$ cat src/hdl/sws_pkg.sv
// ----------------------------------------------------------------------------
// sws_pkg
// Shared types and constants of the stop-and-wait segment sender.
// ----------------------------------------------------------------------------
package sws_pkg;

    localparam int LENGTH_WIDTH = 32;

    localparam int LEN_W   = 32;
    localparam int SIZE_W  = 16;
    localparam int TIMER_W = 24;
    localparam int SEQ_W   = 8;
    localparam int IDX_W   = 2;
    localparam int DATA_W  = 32;
    localparam int OUT_W   = SEQ_W + LEN_W + SIZE_W;

    // Only the low LENGTH_WIDTH bits of the configured file length count.
    localparam logic [63:0] LEN_MASK64 = (64'd1 << LENGTH_WIDTH) - 64'd1;
    localparam logic [LEN_W-1:0] LEN_MASK = LEN_MASK64[LEN_W-1:0];

    localparam int DIV_STEPS = LEN_W;
    localparam int DIV_CNT_W = $clog2(DIV_STEPS);

    localparam logic [IDX_W-1:0] REG_FILE_LENGTH  = 2'd0;
    localparam logic [IDX_W-1:0] REG_SEGMENT_SIZE = 2'd1;
    localparam logic [IDX_W-1:0] REG_TIMEOUT      = 2'd2;
    localparam logic [IDX_W-1:0] REG_INITIAL_SEQ  = 2'd3;

    localparam logic [LEN_W-1:0]   RST_FILE_LENGTH  = 32'd0;
    localparam logic [SIZE_W-1:0]  RST_SEGMENT_SIZE = 16'd1024;
    localparam logic [TIMER_W-1:0] RST_TIMEOUT      = 24'd1000;
    localparam logic [SEQ_W-1:0]   RST_INITIAL_SEQ  = 8'd0;

    typedef enum logic [1:0] {
        OP_START  = 2'd0,
        OP_PACKET = 2'd1,
        OP_TICK   = 2'd2
    } op_t;

    typedef struct packed {
        logic transfer_done;
        logic is_retransmit;
        logic send_valid;
    } sws_user_t;

    typedef struct packed {
        logic start_load;
        logic div_start;
        logic load_total;
        logic advance;
        logic from_start;
        logic build;
        logic retx;
        logic done;
        logic timer_inc;
    } sws_cmd_t;

    typedef struct packed {
        logic busy;
        logic len_zero;
        logic good_ack;
        logic all_sent;
        logic timeout_hit;
        logic div_done;
    } sws_status_t;

endpackage

$ cat src/hdl/sws_div.sv
// ----------------------------------------------------------------------------
// sws_div
// Restoring divider, one quotient bit per cycle, for the segment count.
// ----------------------------------------------------------------------------
module sws_div
    import sws_pkg::*;
(
    input  logic              clk,
    input  logic              rst_n,
    input  logic              start,
    input  logic [LEN_W-1:0]  dividend,
    input  logic [SIZE_W-1:0] divisor,
    output logic              done,
    output logic [LEN_W-1:0]  quotient,
    output logic              rem_nonzero
);

    logic                 run_reg, run_next;
    logic [DIV_CNT_W-1:0] cnt_reg, cnt_next;
    logic [LEN_W-1:0]     q_reg, q_next;
    logic [SIZE_W-1:0]    r_reg, r_next;
    logic [SIZE_W-1:0]    d_reg, d_next;
    logic [SIZE_W+1:0]    diff;
    logic                 ge;

    // The shifted partial remainder is one bit wider than the divisor.
    assign diff = {1'b0, r_reg, q_reg[LEN_W-1]} - {2'b00, d_reg};
    assign ge   = !diff[SIZE_W+1];

    always_comb
    begin
        run_next = run_reg;
        cnt_next = cnt_reg;
        q_next   = q_reg;
        r_next   = r_reg;
        d_next   = d_reg;
        if (start)
        begin
            run_next = 1'b1;
            cnt_next = DIV_CNT_W'(DIV_STEPS - 1);
            q_next   = dividend;
            r_next   = '0;
            d_next   = divisor;
        end
        else if (run_reg)
        begin
            q_next = {q_reg[LEN_W-2:0], ge};
            r_next = ge ? diff[SIZE_W-1:0] : {r_reg[SIZE_W-2:0], q_reg[LEN_W-1]};
            if (cnt_reg == '0)
            begin
                run_next = 1'b0;
            end
            else
            begin
                cnt_next = cnt_reg - 1'b1;
            end
        end
    end

    always_ff @(posedge clk or negedge rst_n)
    begin
        if (!rst_n)
        begin
            run_reg <= 1'b0;
            cnt_reg <= '0;
        end
        else
        begin
            run_reg <= run_next;
            cnt_reg <= cnt_next;
        end
    end

    always_ff @(posedge clk)
    begin
        q_reg <= q_next;
        r_reg <= r_next;
        d_reg <= d_next;
    end

    assign done        = run_reg && (cnt_reg == '0);
    assign quotient    = q_reg;
    assign rem_nonzero = |r_reg;

endmodule

$ cat src/hdl/sws_dpath.sv
// ----------------------------------------------------------------------------
// sws_dpath
// Registers, segment arithmetic and result register of the segment sender.
// ----------------------------------------------------------------------------
module sws_dpath
    import sws_pkg::*;
(
    input  logic              clk,
    input  logic              rst_n,
    input  logic              cfg_valid,
    input  logic [IDX_W-1:0]  cfg_index,
    input  logic [DATA_W-1:0] cfg_data,
    input  logic              rx_checksum_ok,
    input  logic              rx_is_ack,
    input  logic [SEQ_W-1:0]  rx_seq,
    input  sws_cmd_t          cmd,
    output sws_status_t       status,
    output logic [OUT_W-1:0]  out_data,
    output logic              out_last,
    output sws_user_t         out_user
);

    logic [LEN_W-1:0]   file_length_reg;
    logic [SIZE_W-1:0]  segment_size_reg;
    logic [TIMER_W-1:0] timeout_reg;
    logic [SEQ_W-1:0]   initial_seq_reg;

    logic               busy_reg;
    logic [SEQ_W-1:0]   next_seq_reg;
    logic [LEN_W-1:0]   sent_reg, sent_next;
    logic [LEN_W-1:0]   total_reg;
    logic [TIMER_W-1:0] timer_reg;
    logic [SEQ_W-1:0]   cur_seq_reg;
    logic [LEN_W-1:0]   cur_off_reg;
    logic [SIZE_W-1:0]  cur_len_reg;
    logic               cur_last_reg;
    logic [LEN_W-1:0]   off_reg;
    logic               last_reg;

    logic [OUT_W-1:0]   out_data_reg;
    logic               out_last_reg;
    sws_user_t          out_user_reg;

    logic [LEN_W-1:0]   eff_len;
    logic [SIZE_W-1:0]  eff_size;
    logic [LEN_W-1:0]   tail_len;
    logic [SIZE_W-1:0]  new_len;
    logic               div_done;
    logic [LEN_W-1:0]   div_q;
    logic               div_rem_nz;

    assign eff_len  = file_length_reg & LEN_MASK;
    assign eff_size = (segment_size_reg == '0) ? SIZE_W'(1) : segment_size_reg;
    assign tail_len = eff_len - off_reg;
    assign new_len  = last_reg ? tail_len[SIZE_W-1:0] : eff_size;
    assign sent_next = sent_reg + 1'b1;

    sws_div u_div (
        .clk         (clk),
        .rst_n       (rst_n),
        .start       (cmd.div_start),
        .dividend    (eff_len),
        .divisor     (eff_size),
        .done        (div_done),
        .quotient    (div_q),
        .rem_nonzero (div_rem_nz)
    );

    always_ff @(posedge clk or negedge rst_n)
    begin
        if (!rst_n)
        begin
            file_length_reg  <= RST_FILE_LENGTH;
            segment_size_reg <= RST_SEGMENT_SIZE;
            timeout_reg      <= RST_TIMEOUT;
            initial_seq_reg  <= RST_INITIAL_SEQ;
        end
        else if (cfg_valid)
        begin
            case (cfg_index)
                REG_FILE_LENGTH:  file_length_reg  <= cfg_data[LEN_W-1:0];
                REG_SEGMENT_SIZE: segment_size_reg <= cfg_data[SIZE_W-1:0];
                REG_TIMEOUT:      timeout_reg      <= cfg_data[TIMER_W-1:0];
                REG_INITIAL_SEQ:  initial_seq_reg  <= cfg_data[SEQ_W-1:0];
                default:          ;
            endcase
        end
    end

    always_ff @(posedge clk or negedge rst_n)
    begin
        if (!rst_n)
        begin
            busy_reg     <= 1'b0;
            next_seq_reg <= '0;
            sent_reg     <= '0;
            total_reg    <= '0;
            timer_reg    <= '0;
            cur_seq_reg  <= '0;
            cur_off_reg  <= '0;
            cur_len_reg  <= '0;
            cur_last_reg <= 1'b0;
            off_reg      <= '0;
            last_reg     <= 1'b0;
        end
        else
        begin
            if (cmd.start_load)
            begin
                next_seq_reg <= initial_seq_reg;
                sent_reg     <= '0;
                total_reg    <= '0;
                timer_reg    <= '0;
                cur_seq_reg  <= '0;
                cur_off_reg  <= '0;
                cur_len_reg  <= '0;
                cur_last_reg <= 1'b0;
            end
            if (cmd.load_total)
            begin
                total_reg <= div_q + LEN_W'(div_rem_nz);
            end
            // First half of a new segment: its index, offset and last flag.
            if (cmd.advance)
            begin
                sent_reg <= sent_next;
                last_reg <= (sent_next == total_reg);
                off_reg  <= cmd.from_start ? '0 : cur_off_reg + LEN_W'(cur_len_reg);
            end
            if (cmd.build)
            begin
                busy_reg     <= 1'b1;
                cur_seq_reg  <= next_seq_reg;
                cur_off_reg  <= off_reg;
                cur_len_reg  <= new_len;
                cur_last_reg <= last_reg;
                next_seq_reg <= next_seq_reg + 1'b1;
                timer_reg    <= '0;
            end
            if (cmd.retx)
            begin
                timer_reg <= '0;
            end
            if (cmd.done)
            begin
                busy_reg  <= 1'b0;
                timer_reg <= '0;
            end
            if (cmd.timer_inc)
            begin
                timer_reg <= timer_reg + 1'b1;
            end
        end
    end

    always_ff @(posedge clk)
    begin
        if (cmd.build)
        begin
            out_data_reg <= {new_len, off_reg, next_seq_reg};
            out_last_reg <= last_reg;
            out_user_reg <= '{transfer_done: 1'b0, is_retransmit: 1'b0, send_valid: 1'b1};
        end
        else if (cmd.retx)
        begin
            out_data_reg <= {cur_len_reg, cur_off_reg, cur_seq_reg};
            out_last_reg <= cur_last_reg;
            out_user_reg <= '{transfer_done: 1'b0, is_retransmit: 1'b1, send_valid: 1'b1};
        end
        else if (cmd.done)
        begin
            out_data_reg <= '0;
            out_last_reg <= 1'b0;
            out_user_reg <= '{transfer_done: 1'b1, is_retransmit: 1'b0, send_valid: 1'b0};
        end
    end

    assign status.busy        = busy_reg;
    assign status.len_zero    = (eff_len == '0);
    assign status.good_ack    = rx_checksum_ok && rx_is_ack && (rx_seq == next_seq_reg);
    assign status.all_sent    = (sent_reg == total_reg);
    assign status.timeout_hit = (timer_reg >= timeout_reg);
    assign status.div_done    = div_done;

    assign out_data = out_data_reg;
    assign out_last = out_last_reg;
    assign out_user = out_user_reg;

`ifndef SYNTHESIS
    a_build_sets_busy: assert property (@(posedge clk) disable iff (!rst_n)
        cmd.build |=> busy_reg)
        else $error("segment built without entering the busy state");

    a_done_result: assert property (@(posedge clk) disable iff (!rst_n)
        cmd.done |=> (!busy_reg && out_user_reg.transfer_done && !out_user_reg.send_valid))
        else $error("done result malformed or transfer still busy");
`endif

endmodule

$ cat src/hdl/sws_ctrl.sv
// ----------------------------------------------------------------------------
// sws_ctrl
// Sequencer of the segment sender: decodes events and steps the datapath.
// ----------------------------------------------------------------------------
module sws_ctrl
    import sws_pkg::*;
(
    input  logic        clk,
    input  logic        rst_n,
    input  logic        in_valid,
    input  logic [1:0]  op,
    input  logic        out_ready,
    input  sws_status_t status,
    output logic        in_ready,
    output logic        out_valid,
    output sws_cmd_t    cmd
);

    typedef enum logic [5:0] {
        ST_IDLE  = 6'b000001,
        ST_DIV   = 6'b000010,
        ST_TOTAL = 6'b000100,
        ST_FIRST = 6'b001000,
        ST_BUILD = 6'b010000,
        ST_OUT   = 6'b100000
    } state_t;

    state_t state_reg, state_next;

    always_comb
    begin
        state_next = state_reg;
        cmd        = '0;
        case (state_reg)
            ST_IDLE:
            begin
                if (in_valid)
                begin
                    case (op)
                        OP_START:
                        begin
                            if (!status.busy)
                            begin
                                cmd.start_load = 1'b1;
                                if (status.len_zero)
                                begin
                                    cmd.done   = 1'b1;
                                    state_next = ST_OUT;
                                end
                                else
                                begin
                                    cmd.div_start = 1'b1;
                                    state_next    = ST_DIV;
                                end
                            end
                        end
                        OP_PACKET:
                        begin
                            if (status.busy)
                            begin
                                if (!status.good_ack)
                                begin
                                    cmd.retx   = 1'b1;
                                    state_next = ST_OUT;
                                end
                                else if (status.all_sent)
                                begin
                                    cmd.done   = 1'b1;
                                    state_next = ST_OUT;
                                end
                                else
                                begin
                                    cmd.advance = 1'b1;
                                    state_next  = ST_BUILD;
                                end
                            end
                        end
                        OP_TICK:
                        begin
                            if (status.busy)
                            begin
                                if (status.timeout_hit)
                                begin
                                    cmd.retx   = 1'b1;
                                    state_next = ST_OUT;
                                end
                                else
                                begin
                                    cmd.timer_inc = 1'b1;
                                end
                            end
                        end
                        default: ;
                    endcase
                end
            end
            ST_DIV:
            begin
                if (status.div_done)
                begin
                    state_next = ST_TOTAL;
                end
            end
            ST_TOTAL:
            begin
                cmd.load_total = 1'b1;
                state_next     = ST_FIRST;
            end
            ST_FIRST:
            begin
                cmd.advance    = 1'b1;
                cmd.from_start = 1'b1;
                state_next     = ST_BUILD;
            end
            ST_BUILD:
            begin
                cmd.build  = 1'b1;
                state_next = ST_OUT;
            end
            ST_OUT:
            begin
                if (out_ready)
                begin
                    state_next = ST_IDLE;
                end
            end
            default:
            begin
                state_next = ST_IDLE;
            end
        endcase
    end

    always_ff @(posedge clk or negedge rst_n)
    begin
        if (!rst_n)
        begin
            state_reg <= ST_IDLE;
        end
        else
        begin
            state_reg <= state_next;
        end
    end

    assign in_ready  = (state_reg == ST_IDLE);
    assign out_valid = (state_reg == ST_OUT);

`ifndef SYNTHESIS
    a_one_at_a_time: assert property (@(posedge clk) disable iff (!rst_n)
        out_valid |-> !in_ready)
        else $error("input taken while a result is pending");

    a_div_to_total: assert property (@(posedge clk) disable iff (!rst_n)
        (state_reg == ST_DIV && status.div_done) |=> (state_reg == ST_TOTAL))
        else $error("segment count not loaded after division");

    a_retx_busy: assert property (@(posedge clk) disable iff (!rst_n)
        cmd.retx |-> status.busy)
        else $error("retransmission while no transfer is active");
`endif

endmodule

$ cat src/hdl/stop_and_wait_segment_sender.sv
// ----------------------------------------------------------------------------
// stop_and_wait_segment_sender
// Stop-and-wait sender: cuts a transfer into segments and issues send,
// retransmit and done descriptors from start, packet and tick events.
// ----------------------------------------------------------------------------
//
//  channel  direction  signals                          beat carries
//  s_axis   in         tvalid tready tdata[15:0] tuser  one event
//  m_axis   out        tvalid tready tdata[55:0] tlast  one descriptor
//                      tuser[2:0]
//  cfg      in         valid ready index[1:0] data[31:0] one register write
//
// One event is handled at a time. A tick that only counts is taken in idle and gives no
// beat; for a retransmit or done, its beat appears in the cycle after the input beat.
// A new segment passes through the build state before its beat. A start runs the 32-step
// segment count divider, then the total, first and build states, before its beat.
// A pending output beat holds the input side until m_axis_tready takes it.
// Reset clears the control state and loads the register defaults; cfg is always ready.
//
module stop_and_wait_segment_sender
    import sws_pkg::*;
(
    input  logic              clk,
    input  logic              rst_n,
    input  logic              s_axis_tvalid,
    output logic              s_axis_tready,
    input  logic [15:0]       s_axis_tdata,  // rx_checksum_ok, rx_is_ack, rx_seq[7:0], pad
    input  logic [1:0]        s_axis_tuser,  // operation[1:0]
    output logic              m_axis_tvalid,
    input  logic              m_axis_tready,
    output logic [OUT_W-1:0]  m_axis_tdata,  // seg_seq[7:0], seg_offset[31:0], seg_length[15:0]
    output logic              m_axis_tlast,  // seg_last
    output logic [2:0]        m_axis_tuser,  // send_valid, is_retransmit, transfer_done
    input  logic              cfg_valid,
    output logic              cfg_ready,
    input  logic [IDX_W-1:0]  cfg_index,
    input  logic [DATA_W-1:0] cfg_data
);

    sws_cmd_t    cmd;
    sws_status_t status;
    sws_user_t   out_user;
    logic        in_beat_valid;

    assign cfg_ready     = 1'b1;
    assign in_beat_valid = s_axis_tvalid;

    sws_ctrl u_ctrl (
        .clk       (clk),
        .rst_n     (rst_n),
        .in_valid  (in_beat_valid),
        .op        (s_axis_tuser),
        .out_ready (m_axis_tready),
        .status    (status),
        .in_ready  (s_axis_tready),
        .out_valid (m_axis_tvalid),
        .cmd       (cmd)
    );

    sws_dpath u_dpath (
        .clk            (clk),
        .rst_n          (rst_n),
        .cfg_valid      (cfg_valid),
        .cfg_index      (cfg_index),
        .cfg_data       (cfg_data),
        .rx_checksum_ok (s_axis_tdata[0]),
        .rx_is_ack      (s_axis_tdata[1]),
        .rx_seq         (s_axis_tdata[SEQ_W+1:2]),
        .cmd            (cmd),
        .status         (status),
        .out_data       (m_axis_tdata),
        .out_last       (m_axis_tlast),
        .out_user       (out_user)
    );

    assign m_axis_tuser = out_user;

endmodule

$ cat config.mk
export PLATFORM = sky130hd
export DESIGN_NAME = stop_and_wait_segment_sender
export DESIGN_NICKNAME = d
export VERILOG_FILES = /design/src/hdl/sws_pkg.sv /design/src/hdl/sws_div.sv /design/src/hdl/sws_dpath.sv /design/src/hdl/sws_ctrl.sv /design/src/hdl/stop_and_wait_segment_sender.sv
export SDC_FILE = /design/constraint.sdc
export NUM_CORES = 1
export LEC_CHECK = 0
export BUFFER_PORTS_ARGS = -buffer_cell sky130_fd_sc_hd__buf_2
export CAP_MARGIN = 5
export CORE_ASPECT_RATIO = 1.25
export CORE_UTILIZATION = 35
export CTS_CLUSTER_DIAMETER = 80
export DETAILED_ROUTE_END_ITERATION = 7
export SLEW_MARGIN = 30
export SYNTH_ARGS = -nofsm -noshare
export SYNTH_HDL_FRONTEND = slang
export SYNTH_SLANG_ARGS = --single-unit
$ cat constraint.sdc
create_clock -name clk -period 10.8 [get_ports clk]
set_input_delay 2.7 -clock clk [delete_from_list [all_inputs] [get_ports clk]]
set_output_delay 2.7 -clock clk [all_outputs]
set_load 0.01 [all_outputs]
# ---- Word-level counts from Yosys, hierarchy flattened
# Cells that the tools add are included.
dict set report totals {
  ff_bits 403
  latchBits 0
  mem_bits_rw 0
  mem_bits_ro 0
  input_bits 57
  out_inout_bits 63
  n_memories 0
}
dict set report classes {
  addsub 8
  multipliers 0
  div 0
  order_cmp 1
  n_eq_ne 23
  shift 0
  n_mux 80
  bitwise 0
  reduce_logical 25
}
# op n
set ops {}
lappend ops {{$mux W32} 7}
lappend ops {{$mux W56} 3}
lappend ops {{$mux W24} 5}
lappend ops {{$mux W16} 5}
lappend ops {{$eq A32 B32 Y1} 2}
lappend ops {{$mux W6} 10}
lappend ops {{$pmux W6 S6} 1}
lappend ops {{$add A32 B1 Y32} 1}
lappend ops {{$add A32 B1 Y32 const B} 1}
lappend ops {{$add A32 B16 Y32} 1}
lappend ops {{$logic_not A32 Y1} 1}
lappend ops {{$mux W8} 4}
lappend ops {{$mux W1} 29}
lappend ops {{$add A24 B1 Y24 const B} 1}
lappend ops {{$ge A24 B24 Y1} 1}
lappend ops {{$pmux W6 S3} 1}
lappend ops {{$sub A17 B16 Y18} 1}
lappend ops {{$logic_not A16 Y1} 1}
lappend ops {{$reduce_or A16 Y1} 1}
lappend ops {{$sub A16 B16 Y16} 1}
lappend ops {{$mux W5} 3}
lappend ops {{$mux W2} 7}
lappend ops {{$reduce_bool A2 Y1} 6}
lappend ops {{$reduce_and A2 Y1} 5}
lappend ops {{other kinds (26)} 39}

# ---- Depth between registers and ports, before layout
# Gate-level depths: netlist (run 1).
dict set report depth {
  depth_word 11
  ltp_mapped 11
  ltp_nobuf 11
}

# ---- By module
# A second synthesis (run 1) with hierarchy kept.
dict set report unflattened {
  cells_unflattened 2077
  hier_area_um2 21926.0
}
# module n_inst cells_per_inst area_each_um2
set modules_own_cells {}
lappend modules_own_cells {sws_dpath 1 1655 17390.4}
lappend modules_own_cells {sws_div 1 349 3923.8}
lappend modules_own_cells {sws_ctrl 1 71 600.6}
lappend modules_own_cells {stop_and_wait_segment_sender 1 2 11.3}

# ---- Least setup slack after synthesis (run 1)
# Ideal clock, no wire load.
dict set report synth_timing {
  path_kind {input to register}
  from {input s_axis_tdata[7]}
  to {register u_dpath.out_data_reg[0] (netlist: u_dpath.out_data[0]) (enable)}
  arrival_ns 5.177
  required_time_ns 10.384
  path_slack_ns 5.207
  stages 8
  path_buffers 1
  path_cell_list {xor2_1 nor2_1 and3_1 nand2b_1 a21oi_1 clkbuf_1 nor2_1 nand2_1}
}
dict set report synth_via {
  elab_chain_len 8
  word_cells_on_any_way 10
  cone_classes {eq/ne: 1; mux: 7; reduce/logical: 2}
}
# element line_no
set synth_lines {}
lappend synth_lines {{start, declared} stop_and_wait_segment_sender.sv:27} ;# input logic [15:0] s_axis_tdata,
lappend synth_lines {{$eq A8 B8 Y1 (*)} sws_dpath.sv:180} ;# assign status.good_ack = rx_checksum_ok && rx_is_ack && (rx_seq == next_seq_reg);
lappend synth_lines {{$logic_and A1 B1 Y1 (*)} sws_dpath.sv:180}
lappend synth_lines {{$mux W1} sws_ctrl.sv:61} ;# if (!status.good_ack)
lappend synth_lines {{$mux W2 (*)} sws_ctrl.sv:59} ;# if (status.busy)
lappend synth_lines {{$pmux W1 S2} sws_ctrl.sv:39} ;# case (op)
lappend synth_lines {{$mux W3 (*)} sws_ctrl.sv:37} ;# if (in_valid)
lappend synth_lines {{$mux W3 (*)} sws_ctrl.sv:34} ;# case (state_reg)
lappend synth_lines {{$reduce_bool A3 Y1 (no source line) (*)} --}
lappend synth_lines {{end signal, assigned} sws_dpath.sv:160} ;# out_data_reg <= {new_len, off_reg, next_seq_reg};
lappend synth_lines {{end signal, assigned} sws_dpath.sv:166} ;# out_data_reg <= {cur_len_reg, cur_off_reg, cur_seq_reg};
lappend synth_lines {{end, declared} sws_dpath.sv:40} ;# logic [OUT_W-1:0] out_data_reg;
# Every way passes the cells marked *; elsewhere a longest branch is shown, timed or not.
# A chain may end at the register's enable or synchronous reset.

# ---- Worst setup path in the final report (run 1)
dict set report layout_timing {
  from {input s_axis_tuser[0]}
  to {register u_dpath.out_data_reg[20] (netlist: u_dpath.out_data[20]) (enable)}
}
dict set report layout_via {
  elab_chain_len 5
  word_cells_on_any_way 8
  cone_classes {eq/ne: 2; mux: 4; reduce/logical: 2}
}
# element line_no
set layout_lines {}
lappend layout_lines {{start, declared} stop_and_wait_segment_sender.sv:28} ;# input logic [1:0] s_axis_tuser,
lappend layout_lines {{$eq A2 B1 Y1, or another cell as far along} sws_ctrl.sv:39}
lappend layout_lines {{$pmux W1 S2} sws_ctrl.sv:39}
lappend layout_lines {{$mux W3 (*)} sws_ctrl.sv:37}
lappend layout_lines {{$mux W3 (*)} sws_ctrl.sv:34}
lappend layout_lines {{$reduce_bool A3 Y1 (no source line) (*)} --}
# Marked as above.

==> metrics.yaml, run 1 <==
timing:
  finalCritPeriodShare: 0.494
  clock_skew_ns: 0.0157
  fmax_ghz: 0.187
  finalCriticalPeriod_ns: 5.34
  tns_ns: 0
  rsz0062_at_grt: "false"
  worstMarginPinSlew_ns: 0.945
  setup_viol: 0
  drv_slew: 0
  relSlewSlack: 0.368
  worst_slack_ns: 5.46
  finalHoldViolCount: 0
clocking:
  post_cts_buffers: 0
  clockBufferDepth: 3
  cts_tree: "built"
  htreeDepth: 2
  clk_latency_ns: 0.58
  cts_hold_buf: 0
  cts_resized: 0
  cts_made_buffers: 43
  root_buffer: "clkbuf_16"
  cts_sinks: 403
  clk_pin_slew_ns: 0.07
status:
  outcome: "finished, final reports clean"
logic_synthesis:
  yosys.area.top_type: "dfrtp_1"
  ys_ff_latch: 403
  ys_types: 88
  yosysSeqAreaShare: 0.485
  yosys_warnings: 0
  synth_nets: 2268
  synthArstFlopShare: 0.692
  yosysTopAreaCellShare: 0.313
  avgSynthCellArea_um2: 10.2
  synth_area_leaders: "dfrtp_1 (31%), edfxtp_1 (15%), mux2_2 (5.5%), o21ai_0 (4.8%), ha_1 (4.7%)"
  synthesis.area_mm2: 0.0217
  synthCells: 2127
  ys.flop_type: "dfrtp_1"
  synth_enable_flop_cells: 105
power_and_ir_drop:
  seqPwrFrac: 0.430
  p_int_mw: 3.33
  p_leak_nw: 10.1
  netSwitchingPower_mw: 1.55
  ir_drop_v: 0.000133
  cellPowerDensity_mw_per_mm2: 199
  swShare: 0.318
  clkPwrFrac: 0.326
  combinationalPowerShare: 0.245
  power_mw: 4.89
setup_path:
  timing.rr.start: "u_dpath.timer_reg[21]$_DFFE_PN0P_"
  arrival_ns: 5.57
  reg2reg_to: "u_dpath.out_data[20]$_DFFE_PP_"
  end_kind: "flop"
  cp-start-kind: "input port"
  rr_worst_depth: 11
  path_max_fanout: 51
  worstSetupPathType: "in2reg"
  required_ns: 11.03
  rrSetupSlack_ns: 6.57
route:
  drc: 0
  vias: 16600
  ant_nets: 0
  dr.pass1.iters: 7
  drtIter0Drc: 1157
  vias_per_cell: 5.42
  drt-wirelength-per-cell_um: 18.9
  wirelength_um: 57700
place:
  preCtsSetupSlack_ns: 4.83
  place_area_mm2: 0.0231
  routabilityCongestion: 0.904
  io_buffer_count: 112
  hpwlAfterDp_um: 41800
floorplanning:
  die-area_mm2: 0.0630
  die_w_um: 225
  io_pins: 120
  die_height_um: 280
  num_rows: 101
  core_area_mm2: 0.0610
  start_util: 0.356
layout:
  regArea_mm2: 0.0105
  final_cell_area_mm2: 0.0246
  final_nets: 2339
  layout_commonest_cell: "dfrtp_1"
  multi_input_area_mm2: 0.0104
  largest_reg_flops: 56
  n_antenna_cell: 0
  fillCellCount: 5919
  final_util: 0.403
  layout_common_cells: "dfrtp_1 (271), o21ai_0 (209), nand2_1 (191)"
  drive_gt1_frac: 0.161
  area_growth_syn_to_layout_pct: 13.3
global_routing:
  antenna_found_initial: 0
  grt-ovfl-total: 0
  track_usage: 0.186
  grt_pass1_wl_um: 92300
  grt_pass1_vias: 16700
  grt_max_degree: 84
min_path:
  hold_class: "reg2reg"
  hold_depth: 2
  hp-start: "u_dpath.out_user[0]$_SDFFE_PP1P_"
  worstHoldEndpoint: "u_dpath.out_user[0]$_SDFFE_PP1P_"
run:
  cap_violations: 0
-- power groups by stage --
stage                     registers (mW)  clock network [mW]  logic (mW)
final                               2.10                1.59        1.20
after global routing                2.13                1.68        1.33
after CTS                           2.10                1.64        1.20
after detailed placement            2.13                   0        1.19
after global placement              2.12                   0        1.16
after floorplan                     2.02                   0       0.929
-- per-layer routing --
layer / global-route usage / up-vias / wire (µm)
met5: 0 / - / 0
met4: 0.0792 / 0 / 2260
met3: 0.0222 / 108 / 2100
met2: 0.325 / 368 / 29200
met1: 0.229 / 8241 / 24200
li1: - / 7852 / -
-- metrics by stage --
| step | cells | hold slack, ns |
|---|---|---|
| finish | 3056 | 0.445 |
| global route | 3056 | 0.466 |
| CTS | 3056 | 0.445 |
| detailed placement | 2977 | 0.434 |
| global placement | 2977 | 0.434 |
| floorplan | 2127 | 0.447 |
-- worst max-delay path, stage by stage --
cell and delay (ns):
buf_2 0.14, inv_1 0.08, ha_1 0.27, nand4_1 0.19
a2bb2oi_1 0.23, a21oi_4 0.19, buf_4 0.51, nor2_1 0.14
nand2_2 0.55, buf_4 0.48
-- worst max path at each step --
stage	depth (start not counted)	endpoint	slack, ns	from
2_1_floorplan	8	u_dpath.out_data[0]$_DFFE_PP_	5.21	s_axis_tdata[7]
3_3_place_gp	10	u_dpath.out_data[49]$_DFFE_PP_	4.92	s_axis_tuser[0]
3_5_place_dp	10	u_dpath.out_data[49]$_DFFE_PP_	4.83	s_axis_tuser[0]
4_1_cts	10	u_dpath.out_data[45]$_DFFE_PP_	5.44	s_axis_tuser[0]
5_1_grt	10	u_dpath.out_data[51]$_DFFE_PP_	5.26	s_axis_tuser[0]
6_report	10	u_dpath.out_data[20]$_DFFE_PP_	5.46	s_axis_tuser[0]
-- kinds of logic after synthesis --
| logic type | synth area share |
|---|---|
| other | 0.000173 |
| AND/OR/NAND/NOR | 0.156 |
| multiplexers | 0.0642 |
| flip-flops | 0.485 |
| XOR/XNOR | 0.0593 |
| adder cells (fa/ha/maj) | 0.0495 |
| buffers and inverters | 0.0382 |
| AO/OA/AOI/OAI | 0.147 |
-- synth_stat cells (6+ instances only) --
library cell and instances:
a211o_1 6, a21oi_1 73, nand2_1 192, nand3_1 111, inv_1 98, a31oi_1 22, dfxtp_1 19, clkbuf_1 81
o21ai_0 210, or2_2 10, mux2i_1 20, nand3b_1 10, o41ai_1 7, nor2_1 83, xor2_1 54, o31ai_1 16
xnor2_1 93, dfrtp_1 271, or3_1 7, nand2b_1 26, nor4_1 23, nor3_1 35, and4_1 16, a211oi_1 14
buf_2 15, mux2_2 106, o22ai_1 10, nand4_1 38, o211ai_1 18, and3_1 25, nor2b_1 25, and2_1 16
a22o_1 35, o21a_1 18, a21o_1 27, edfxtp_1 105, buf_4 6, dfstp_2 8, ha_1 81
-- area by class of cell --
class	count	share of cell area
clock inverters	22	0.0126
multi-input cells	1515	0.423
clock buffers	57	0.0488
inverters	100	0.0153
well taps	824	0.0419
repair buffers	135	0.0304
flip-flops and latches	403	0.428
Note: power is estimated with default switching activity, not from simulation.
==> run 2: changes to the inputs <==
--- a/config.mk
+++ b/config.mk
@@ -5,6 +5,7 @@
 export SDC_FILE = /design/constraint.sdc
 export NUM_CORES = 1
 export LEC_CHECK = 0
+export ABC_AREA = 1
 export BUFFER_PORTS_ARGS = -buffer_cell sky130_fd_sc_hd__buf_2
 export CAP_MARGIN = 5
 export CORE_ASPECT_RATIO = 1.25
==> constraint.sdc (replaced) <==
create_clock -name clk -period 5.29 [get_ports clk]
set_input_delay 1.3225 -clock clk [delete_from_list [all_inputs] [get_ports clk]]
set_output_delay 1.3225 -clock clk [all_outputs]
set_load 0.01 [all_outputs]
==> run 2 against run 1 <==
Effect of this change: synthesized cell count increased by 30%; combinational power increased to 3.0 times the previous value; clock skew grew 0.011 ns; clock-buffer cell count increased by 2; cell count increased by 22%; sequential cell count is the same; largest power group unchanged; largest cell class unchanged; sequential share of layout area shrank 1.3 points; wire length grew 7.3%; cell area rose by 3.1%; die area rose by 4.0%.
==> metrics.yaml, run 2 <==
status:
  outcome: "finished, final reports clean"  # unchanged
clocking:
  htreeDepth: 2  # unchanged
  cts_tree: "built"  # unchanged
  post_cts_buffers: 0  # unchanged
  clk_pin_slew_ns: 0.06  # was 0.07 ns
  cts_hold_buf: 0  # unchanged
  clk_latency_ns: 0.58  # about the same
  cts_made_buffers: 43  # unchanged
  root_buffer: "clkbuf_16"  # unchanged
  cts_sinks: 403  # unchanged
  clockBufferDepth: 3  # unchanged
  cts_resized: 0  # unchanged
route:
  wirelength_um: 61900  # was 57700 µm
  dr.pass1.iters: 6  # was 7
  wl_met1_um: 26900  # was 24200 µm
  dr_wl_met3_um: 2480  # was 2100 µm
  top_layer: "met5"  # was met4
  drc: 0  # unchanged
  vias: 18700  # was 16600
  drtIter0Drc: 1235  # was 1157
  drt-wirelength-per-cell_um: 16.7  # was 18.9 µm
  ant_nets: 0  # unchanged
  vias_per_cell: 5.03  # was 5.42
  routed-wl-met2_um: 30500  # was 29200 µm
timing:
  rsz0062_at_grt: "false"  # unchanged
  worstMarginPinSlew_ns: 0.909  # was 0.945 ns
  finalHoldViolCount: 0  # unchanged
  relSlewSlack: 0.394  # was 0.368
  finalCritPeriodShare: 0.631
  setup_viol: 0  # unchanged
  worst_slack_ns: 1.95  # was 5.46 ns
  drv_slew: 0  # unchanged
  finalCriticalPeriod_ns: 3.34
  fmax_ghz: 0.300
  tns_ns: 0  # unchanged
  clock_skew_ns: 0.0269  # was 0.0157 ns
layout:
  final_cell_area_mm2: 0.0253  # was 0.0246 mm²
  final_util: 0.399  # was 0.403
  final_nets: 2981  # was 2339
  drive_gt1_frac: 0.0911  # was 0.161
  largest_reg_flops: 56  # unchanged
  layout_commonest_cell: "nand2_1"  # was dfrtp_1
  layout.cells.non_filler: 3715  # was 3056
  n_antenna_cell: 0  # unchanged
  layout_common_cells: "nand2_1 (659), inv_1 (346), dfrtp_1 (271)"  # was dfrtp_1 (271), o21ai_0 (209), nand2_1 (191)
  area_growth_syn_to_layout_pct: 12.3  # was 13.3%
logic_synthesis:
  synth_area_leaders: "dfrtp_1 (30%), edfxtp_1 (14%), nand2_1 (11%), inv_1 (5.8%), o21ai_0 (4.5%)"  # was dfrtp_1 (31%), edfxtp_1 (15%), mux2_2 (5.5%), o21ai_0 (4.8%), ha_1 (4.7%)
  ys.flop_type: "dfrtp_1"  # unchanged
  synth_nets: 2904  # was 2268
  synthArstFlopShare: 0.692  # unchanged
  synth_compound_area_frac: 0.135  # was 0.147
  yosys.area.top_type: "dfrtp_1"  # unchanged
  synthesis.area_mm2: 0.0226  # was 0.0217 mm²
  synth_commonest_cells: "nand2_1 (662), inv_1 (346), dfrtp_1 (271)"  # was dfrtp_1 (271), o21ai_0 (210), nand2_1 (192)
  synth.most_common_cell: "nand2_1"  # was dfrtp_1
  avgSynthCellArea_um2: 8.17  # was 10.2 µm²
  ys_types: 67  # was 88
  yosys_warnings: 0  # unchanged
  synth_xor_area_frac: 0.0396  # was 0.0593
  yosysTopAreaCellShare: 0.300  # was 0.313
  synthAdderAreaFrac: 0.0475  # was 0.0495
  synth_enable_flop_cells: 105  # unchanged
  ys_ff_latch: 403  # unchanged
  synthSimpleGateAreaFrac: 0.227  # was 0.156
  synthMuxAreaShare: 0.00399  # was 0.0642
  synthCells: 2763  # was 2127
  synth_top_family_by_area: "simple AND/OR/NAND/NOR gates"  # unchanged
  yosysSeqAreaShare: 0.466  # was 0.485
global_routing:
  grt_pass1_wl_um: 99100  # was 92300 µm
  grt_pass1_vias: 18000  # was 16700
  grt-ovfl-total: 0  # unchanged
  antenna_found_initial: 3  # was 0
  track_usage: 0.189  # was 0.186
  grt_max_degree: 99  # was 84
min_path:
  hp-start: "u_dpath.out_user[0]$_SDFFE_PP1P_"  # unchanged
  hold_class: "reg2reg"  # unchanged
place:
  routabilityCongestion: 0.924  # was 0.904
  io_buffer_count: 112  # unchanged
  place_inst: 3635  # was 2977
  hpwlAfterDp_um: 45500  # was 41800 µm
  place_area_mm2: 0.0239  # was 0.0231 mm²
  preCtsSetupSlack_ns: 1.32  # was 4.83 ns
floorplanning:
  num_rows: 103  # was 101
  core_area_mm2: 0.0635  # was 0.0610 mm²
  io_pins: 120  # unchanged
  die_w_um: 229  # was 225 µm
  die_height_um: 286  # was 280 µm
  die-area_mm2: 0.0655  # was 0.0630 mm²
  start_util: 0.355  # was 0.356
power_and_ir_drop:
  ir_drop_v: 0.000279  # was 0.000133 V
  p_int_mw: 6.99  # was 3.33 mW
  cellPowerDensity_mw_per_mm2: 441  # was 199 mW/mm²
  clkPwrFrac: 0.282  # was 0.326
  p_leak_nw: 12.0  # was 10.1 nW
  seqPwrFrac: 0.392  # was 0.430
  swShare: 0.374  # was 0.318
  netSwitchingPower_mw: 4.18  # was 1.55 mW
  combinationalPowerShare: 0.327  # was 0.245
setup_path:
  timing.rr.start: "u_ctrl.state_reg[0]$_DFFE_PN1P_"  # was u_dpath.timer_reg[21]$_DFFE_PN0P_
  crit_path_start: "u_ctrl.state_reg[0]$_DFFE_PN1P_"  # was s_axis_tuser[0]
  cp-start-kind: "flop"  # was input port
  arrival_ns: 3.64  # was 5.57 ns
  rrSetupSlack_ns: 1.95  # was 6.57 ns
  path_max_fanout: 84  # was 51
  worstSetupPathType: "reg2reg"  # was in2reg
  end_kind: "flop"  # unchanged
  required_ns: 5.60  # was 11.03 ns
run:
  cap_violations: 0  # unchanged
run 2: changes by cell type after synthesis, sizes merged, moves of 33 or more:
cell / previous run / this run
xnor2: 93 / 58
o21ai: 212 / 252
a22o: 35 / 2
nor2: 84 / 212
mux2: 106 / 8
inv: 100 / 357
o22ai: 11 / 111
nand2: 193 / 665
run 2: path summary, 6_finish.rpt:
path	endpoint	cells past startpoint
min in group asynchronous	u_dpath.sent_reg[26]$_DFFE_PN0P_	1
min	u_dpath.out_user[0]$_SDFFE_PP1P_	2
max	u_dpath.out_data[51]$_DFFE_PP_	8
max in group asynchronous	u_dpath.off_reg[1]$_DFFE_PN0P_	2
max reg2reg	u_dpath.out_data[51]$_DFFE_PP_	8
min reg2reg	u_dpath.out_user[0]$_SDFFE_PP1P_	2
run 2: area by class of cell:
type / instances / area [µm²]
inverter: 358 / 1360
multi-input combinational: 1908 / 10200
sequential: 403 / 10500
fill: 6423 / 38200
timing repair buffer: 126 / 713
tap: 840 / 1050
clock inverter: 21 / 259
clock buffer: 59 / 1200
run 2: power by group through the flow:
stage | clock [mW] | combinational, mW | sequential [mW]
global placement | 0 | 3.59 | 4.41
global route | 3.34 | 4.15 | 4.44
finish | 3.15 | 3.65 | 4.37
CTS | 3.22 | 3.65 | 4.37
floorplan | 0 | 2.85 | 4.20
detailed placement | 0 | 3.63 | 4.41
run 2: cell families (layout without fill, tap and decap cells):
kind of cell | count (synthesis) | after routing
buffers and inverters | 452 | 564
DFF | 403 | 403
other | 1 | 1
AOI/OAI and AO/OA | 536 | 536
muxes | 8 | 8
adders and majority gates | 84 | 84
and+or+nand+nor | 1177 | 1177
xor gates and xnor gates | 102 | 102
run 2: metal layers:
metal,global-route usage,up-vias
met3,0.0237,111
met5,0,-
met1,0.238,8727
met4,0.0677,6
li1,-,9434
met2,0.331,418
run 2: through the flow:
step	total power, mW	hold WS, ns
after floorplan	7.05	0.448
final	11.2	0.440
after CTS	11.2	0.445
after global routing	11.9	0.485
after detailed placement	8.04	0.429
after global placement	8.00	0.424
run 2: critical path, cell delays in order, from the launching register on:
cell      delay [ns]
dfstp_2         0.40
nor2_1          0.23
nand2_1         0.18
nor3_4          0.63
clkinv_2        0.44
buf_4           0.49
nor2_1          0.17
o21ai_0         0.24
o21ai_0         0.26
